### config.mk
export PLATFORM = sky130hd
export DESIGN_NAME = rie_front_flat
export DESIGN_NICKNAME = d
export VERILOG_FILES = /design/src/hw/rtl/rie_pkg.sv /design/src/hw/rtl/rie_if.sv /design/src/hw/rtl/rie_front.sv /design/src/flat_wrapper.sv
export SDC_FILE = /design/constraint.sdc
export NUM_CORES = 1
export LEC_CHECK = 0
export BUFFER_PORTS_ARGS = -buffer_cell sky130_fd_sc_hd__buf_2
export CORE_UTILIZATION = 35
export CTS_CLUSTER_SIZE = 16
export DETAILED_ROUTE_END_ITERATION = 10
export PLACE_DENSITY = 0.59
export SYNTH_ARGS = -nofsm -noshare
export SYNTH_HDL_FRONTEND = slang
export SYNTH_SLANG_ARGS = --single-unit
export TNS_END_PERCENT = 30
### constraint.sdc
create_clock -name clk -period 2.7 [get_ports clk]
set_input_delay 0.27 -clock clk [delete_from_list [all_inputs] [get_ports clk]]
set_output_delay 0.27 -clock clk [all_outputs]
set_load 0.01 [all_outputs]
### src/hw/rtl/rie_pkg.sv
`default_nettype none
package rie_pkg;

  localparam int MEM_WORDS_DEF = 4096;
  localparam int IO_COUNT_DEF  = 32;
  localparam int PC_W          = 12;
  localparam int XLEN          = 32;
  localparam int RIDX_W        = 4;
  localparam int IOIDX_W       = 5;

  localparam logic [RIDX_W-1:0] LINK_REG = 4'd15;

  // Branch condition codes carried in the src_c register field.
  localparam logic [3:0] CC_EQ = 4'd0;
  localparam logic [3:0] CC_NE = 4'd1;
  localparam logic [3:0] CC_GT = 4'd2;
  localparam logic [3:0] CC_LT = 4'd3;
  localparam logic [3:0] CC_GE = 4'd4;
  localparam logic [3:0] CC_LE = 4'd5;

  typedef enum logic [3:0] {
    OP_ADD    = 4'd0,
    OP_SUB    = 4'd1,
    OP_AND    = 4'd2,
    OP_OR     = 4'd3,
    OP_SLL    = 4'd4,
    OP_SRA    = 4'd5,
    OP_MAC    = 4'd6,
    OP_BRANCH = 4'd7,
    OP_IN     = 4'd8,
    OP_OUT    = 4'd9,
    OP_NOP    = 4'd10,
    OP_JAL    = 4'd11,
    OP_LW     = 4'd12,
    OP_SW     = 4'd13,
    OP_JR     = 4'd14,
    OP_HALT   = 4'd15
  } op_t;

  typedef enum logic [2:0] {
    CLS_ALU,
    CLS_MAC,
    CLS_LOAD,
    CLS_STORE,
    CLS_CTRL
  } cls_t;

  typedef struct packed {
    op_t               op;
    logic [RIDX_W-1:0] dest;
    logic [RIDX_W-1:0] src_a;
    logic [RIDX_W-1:0] src_b;
    logic [RIDX_W-1:0] src_c;
    logic [PC_W-1:0]   imm;
    cls_t              cls;
    logic              port1_rd;
  } item_t;

  typedef struct packed {
    logic  valid;
    item_t item;
  } q_head_t;

  typedef struct packed {
    logic [PC_W-1:0]    next_pc;
    logic               halted;
    logic               wb_valid;
    logic [RIDX_W-1:0]  wb_reg;
    logic [XLEN-1:0]    wb_data;
    logic               io_valid;
    logic [IOIDX_W-1:0] io_index;
    logic [XLEN-1:0]    io_data;
  } result_t;

  typedef enum logic [2:0] {
    ST_CLEAR,
    ST_FETCH,
    ST_EXEC,
    ST_MAC,
    ST_ADDR,
    ST_LOAD
  } bstate_t;

  function automatic logic [XLEN-1:0] sx12(input logic [PC_W-1:0] v);
    return {{(XLEN-PC_W){v[PC_W-1]}}, v};
  endfunction

endpackage
`default_nettype wire

### src/hw/rtl/rie_if.sv
`default_nettype none
interface rie_in_if;
  logic        valid;
  logic        ready;
  logic [3:0]  cmd;
  logic [3:0]  dest_reg;
  logic [3:0]  src_a_reg;
  logic [3:0]  src_b_reg;
  logic [3:0]  src_c_reg;
  logic [11:0] immediate;

  modport source (output valid, cmd, dest_reg, src_a_reg, src_b_reg, src_c_reg, immediate,
                  input ready);
  modport sink (input valid, cmd, dest_reg, src_a_reg, src_b_reg, src_c_reg, immediate,
                output ready);
endinterface

`default_nettype wire

### src/hw/rtl/rie_front.sv
`default_nettype none
module rie_front (
  input  logic            clk,
  input  logic            rst_n,
  rie_in_if.sink          in_ch,
  input  logic            run,
  input  logic            pop,
  output rie_pkg::q_head_t head
);
  import rie_pkg::*;

  item_t      entry_r [2];
  logic       wr_ptr_r, wr_ptr_nxt;
  logic       rd_ptr_r, rd_ptr_nxt;
  logic [1:0] cnt_r, cnt_nxt;
  item_t      dec;
  logic       push;

  // Classify the incoming instruction by the resources it needs.
  always_comb begin
    dec.op       = op_t'(in_ch.cmd);
    dec.dest     = in_ch.dest_reg;
    dec.src_a    = in_ch.src_a_reg;
    dec.src_b    = in_ch.src_b_reg;
    dec.src_c    = in_ch.src_c_reg;
    dec.imm      = in_ch.immediate;
    dec.port1_rd = (dec.op inside {OP_OUT, OP_SW, OP_JR});
    if (dec.op inside {OP_ADD, OP_SUB, OP_AND, OP_OR, OP_SLL, OP_SRA}) begin
      dec.cls = CLS_ALU;
    end else if (dec.op == OP_MAC) begin
      dec.cls = CLS_MAC;
    end else if (dec.op inside {OP_LW, OP_IN}) begin
      dec.cls = CLS_LOAD;
    end else if (dec.op inside {OP_SW, OP_OUT}) begin
      dec.cls = CLS_STORE;
    end else begin
      dec.cls = CLS_CTRL;
    end
  end

  assign in_ch.ready = run && (cnt_r != 2'd2);
  assign push        = in_ch.valid && in_ch.ready;

  assign head.valid = (cnt_r != 2'd0);
  assign head.item  = entry_r[rd_ptr_r];

  always_comb begin
    wr_ptr_nxt = push ? ~wr_ptr_r : wr_ptr_r;
    rd_ptr_nxt = pop ? ~rd_ptr_r : rd_ptr_r;
    cnt_nxt    = cnt_r + 2'(push) - 2'(pop);
  end

  always_ff @(posedge clk) begin
    if (!rst_n) begin
      wr_ptr_r <= 1'b0;
      rd_ptr_r <= 1'b0;
      cnt_r    <= 2'd0;
    end else begin
      wr_ptr_r <= wr_ptr_nxt;
      rd_ptr_r <= rd_ptr_nxt;
      cnt_r    <= cnt_nxt;
    end
  end

  always_ff @(posedge clk) begin
    if (push) begin
      entry_r[wr_ptr_r] <= dec;
    end
  end

endmodule
`default_nettype wire

### src/flat_wrapper.sv
// flat-port wrapper written by rule: the top's interface ports become plain ports
module rie_front_flat import rie_pkg::*;
  (clk, rst_n, run, pop, head, in_ch_valid, in_ch_cmd, in_ch_dest_reg, in_ch_src_a_reg, in_ch_src_b_reg, in_ch_src_c_reg, in_ch_immediate, in_ch_ready);
  rie_in_if in_ch_i ();
  input  logic clk;
  input  logic rst_n;
  input  logic run;
  input  logic pop;
  output rie_pkg::q_head_t head;
  input wire logic [$bits(in_ch_i.valid)-1:0] in_ch_valid;
  input wire logic [$bits(in_ch_i.cmd)-1:0] in_ch_cmd;
  input wire logic [$bits(in_ch_i.dest_reg)-1:0] in_ch_dest_reg;
  input wire logic [$bits(in_ch_i.src_a_reg)-1:0] in_ch_src_a_reg;
  input wire logic [$bits(in_ch_i.src_b_reg)-1:0] in_ch_src_b_reg;
  input wire logic [$bits(in_ch_i.src_c_reg)-1:0] in_ch_src_c_reg;
  input wire logic [$bits(in_ch_i.immediate)-1:0] in_ch_immediate;
  output wire logic [$bits(in_ch_i.ready)-1:0] in_ch_ready;
  assign in_ch_i.valid = in_ch_valid;
  assign in_ch_i.cmd = in_ch_cmd;
  assign in_ch_i.dest_reg = in_ch_dest_reg;
  assign in_ch_i.src_a_reg = in_ch_src_a_reg;
  assign in_ch_i.src_b_reg = in_ch_src_b_reg;
  assign in_ch_i.src_c_reg = in_ch_src_c_reg;
  assign in_ch_i.immediate = in_ch_immediate;
  assign in_ch_ready = in_ch_i.ready;
  rie_front u_core (.clk(clk), .rst_n(rst_n), .in_ch(in_ch_i), .run(run), .pop(pop), .head(head));
endmodule
Word-level counts from Yosys, hierarchy flattened:

Memories as Yosys holds them, arrays and structs flattened. A register that Yosys moved wholly into a read port is not among the register bits.
Cells that the tools add are included.

* add/sub/neg operators: 2
* equal/unequal tests: 12
* multiplexer cells: 8
* bitwise operators: 2
* reductions and logical operators: 8

Operator list (number)
* equality test 4 bit, second input constant: 5
* equality test 4 x 3 -> 1 bit, second input constant: 3
* 2-to-1 mux 3 bit: 4
* equality test 4 x 2 -> 1 bit, second input constant: 2
* nonzero test 2 bit: 3
* nonzero test 6 bit: 1
* equality test 4 x 1 -> 1 bit, second input constant: 1
* logical NOT 4 bit: 1
* 2-to-1 mux 1 bit: 4
* nonzero test 3 bit: 1
* adder 2 x 1 -> 2 bit: 1
* logical AND 1 bit: 2
* inequality test 2 bit, second input constant: 1
* NOT 1 bit: 2
* subtractor 2 x 1 -> 2 bit: 1

* flip-flop bits (word level): 4
* bits in writable memories: 72
* input port bits: 37
* output and inout port bits: 38
* memories: 1

Memories
* u_core.entry_r: words 2, bits a word 36, read ports 1, clocked after memory_dff 1, write ports 1, RTL line rie_front.sv:12 `item_t entry_r [2];`

Logic depth before layout (Yosys ltp):

* depth after elaboration: 6
* gate-level depth with buffers: 7
* gate-level depth less buffers: 7

Least setup slack after synthesis:

Ideal clock, no wire load.

* path kind: reg-to-reg
* start point: register u_core.cnt_r[0]
* end point: memory u_core.entry_r[0][0] (netlist bit), enable pin
* setup time: 0.433 ns
* data arrival time: 2.282 ns
* required time: 2.267 ns
* slack: -0.015 ns
* cell stages (with the launch flop): 4
* path buffers: 0
* cell sequence: dfxtp_1 > nand2b_1 > and3_1 > nor2b_1

* longest elaborated chain between the ends: 5

RTL lines
* start, declared: RTL line rie_front.sv:15 `logic [1:0] cnt_r, cnt_nxt;`
* start signal, assigned: RTL line rie_front.sv:61 `cnt_r <= cnt_nxt;`
* inequality test 2 bit: RTL line rie_front.sv:41 `assign in_ch.ready = run && (cnt_r != 2'd2);`
* logical AND 1 bit: RTL line rie_front.sv:41
* logical AND 1 bit: RTL line rie_front.sv:42 `assign push = in_ch.valid && in_ch.ready;`
* 2-to-1 mux 1 bit: RTL line rie_front.sv:66 `if (push) begin`
* 2-to-1 mux 1 bit (implied by the code): RTL line rie_front.sv:67 `entry_r[wr_ptr_r] <= dec;`
* end, declared: RTL line rie_front.sv:12

No other way between the ends.

==> summary.txt <==
Post-synth top flop = edfxtp_1
Max VDD drop = 0.2989 mV
Leakage = 1.457 nW
Worst-skew pair later-pin latency = 0.33 ns
RSZ-0062 raised after global routing = no
Bufs on Longest Clock Path = 2
Ys async rst share = 0
Most frequent cell after synthesis = edfxtp_1
Final Max Tran Viols = 0
Dpl hpwl = 3234 µm
Wirelength per Cell = 14.04 µm
Clock Pin Slew Worst Setup and Hold Paths = 0.08 ns
Antenna diodes = 0
WL met3 = 366 µm
Worst-Margin Slew = 0.3548 ns
Critical Path Slowest Stage Cell = dfxtp_2
Part of the power in combinational logic = 0.134
Die area = 9053 µm²
Max Used Layer = met4
Drt drc = 0
H-tree levels = 3
Core area = 8299 µm²
DRT antenna net count = 0
Top post-synthesis cells by area = edfxtp_1 71%, mux2_4 15%, dfxtp_1 3.3%
Worst clock skew = 0.006161 ns
Syn nets = 185
Crit-path cells = buf_12 > mux2_2 > buf_2
Setup TNS Final = 0 ns
Synth top area share = 0.7120
TritonCTS Buffers = 9
Pre-Repair DR Iteration Count = 4
Crit Path Class = flip-flop to output port
Max cap viols = 0
Final net count = 269
Synth Register Bits = 77
Crit end category = output port
Post-CTS Hold Buffers = 0
Rel. slew slack = 0.7635
DR iter-0 viols = 43
CTS root buf = clkbuf_8
Input/output buffers = 74
Final Setup Violations = 0
Post-synth EDFFs = 72
Required @ worst endpoint = 2.43 ns
F_max = 515.9 MHz
I/O Pins = 75
Core Rows = 33
Post-Syn Area = 3037 µm²
Synth cell count leaders = 72 x edfxtp_1, 30 x mux2_4, 6 x mux2_2
First-pass GRT wire length = 7251 µm
Seq pwr share = 0.526
Final hold viol count = 0
Area growth syn-to-layout = 23.16%
CTS-repair resized insts = 0
Min-delay worst type = primary input to flip-flop
Final period utilization = 0.7180
Cell internal pwr = 2.097 mW
Register area share after synthesis = 0.7450
Critical path data arrival time = 1.67 ns
Vias in the first global route = 1535
Total GRT Usage = 0.1123
Sw frac = 0.2202
Synth cell types = 22
Yosys warning total = 0
Post CTS Setup Buffer Count = 0
Placement Setup Slack = 0.8961 ns
Net Switching = 592.1 µW
Met2 wire len = 2222 µm
Met1 wire length = 2151 µm
DR vias/cell = 4.388
Layout cells sized above 1 = 0.5617
Startpoint types = flip-flop
Die height = 95.15 µm
Largest net degree at the start of global routing = 29
Syn Inst Count = 146
Total number of vias = 1492
Slowest stage delay, CP = 0.53 ns
Tmin final = 1.939 ns
Gr ovfl total = 0
Die width = 95.15 µm
Starting Density = 0.3659
Total Power = 2.689 mW
Final WS setup = 0.7615 ns
CTS tree = done
Clk pwr share = 0.339
Initial antenna violation count = 0
Final Routed Wirelength = 4775 µm
Pwr/cell area = 719.1 nW/µm²
Synthesized area per cell = 20.80 µm²
Yosys top cell by area = edfxtp_1
RePlAce Congestion = 0.6420
Final hold slack = 0.1167 ns
CP max FO = 28
Status = completed
CTS sink cnt = 77
power groups by stage:
stage	Sequential, mW	Combinational [mW]	Clock (mW)
floorplan	1.43	0.252	0
global placement	1.44	0.369	0
global route	1.42	0.394	0.998
finish	1.41	0.361	0.913
detailed placement	1.44	0.369	0
CTS	1.42	0.371	0.946
worst paths after layout:
kind | startpoint | end | slack, ns | cells after the start
max | flip-flop | head[1] | 0.76 | 3
min reg2reg | u_core.rd_ptr_r | u_core.rd_ptr_r | 0.53 | 2
min | in_ch_src_a_reg[0] | u_core.entry_r[0][24] | 0.12 | 1
max reg2reg | u_core.cnt_r[0] | u_core.entry_r[1][28] | 0.91 | 4
layer usage:
metal,up-vias,global-route usage
li1,720,-
met1,716,0.1328
met2,51,0.1810
met3,5,0.04466
met4,0,0.04798
met5,-,0
cell type report:
cell class,count,area [µm²]
clock buffers,10,127.6
clock inverters,6,87.58
fillers,766,4559
inverters,3,11.26
multi-input cells,62,700.7
flip-flops and latches,77,2263
well taps,105,131.4
repair buffers,77,417.9
flip-flops by register name, summed over array words and instances, names as in the netlist, named ones only:
name / flops
u_core.rd_ptr_r: 1
u_core.wr_ptr_r: 1
u_core.entry_r: 72
u_core.cnt_r: 2
cell families (layout without fill, tap and decap cells):
group	after synthesis	in the layout	share of synthesized area
DFF	77	77	0.7450
muxes	37	37	0.1739
and+or+nand+nor	17	17	0.03132
buffers and inverters	7	96	0.02719
AOI/OAI and AO/OA	3	3	0.005766
xor gates and xnor gates	3	3	0.008654
adders and majority gates	2	2	0.008239
worst max-delay path, delay by kind of cell (launching register included):
kind,cells,cell delay [ns]
muxes,1,0.38
DFF,1,0.53
buffers and inverters,2,0.41
layout by cell type (no fill, tap or decap), types with 2 or more instances in the layout:
cell type / instances
xnor2_1: 2
mux2_4: 30
buf_12: 2
bufinv_16: 2
mux2_2: 6
clkinvlp_4: 3
nand2b_1: 3
nand2_1: 2
edfxtp_1: 72
nor2b_1: 2
dfxtp_1: 4
inv_1: 3
nor2_1: 3
clkbuf_8: 9
buf_2: 74
and2_1: 2
ha_1: 2
stage by stage:
stage,cell area [µm²],instances,util
3_5_place_dp,3525,324,0.4247
4_1_cts,3740,340,0.4506
2_1_floorplan,3039,146,-
3_3_place_gp,3525,324,0.4247
5_1_grt,3740,340,0.4506
6_report,3740,340,0.4506
No activity file was read; power rests on OpenSTA's default activity.
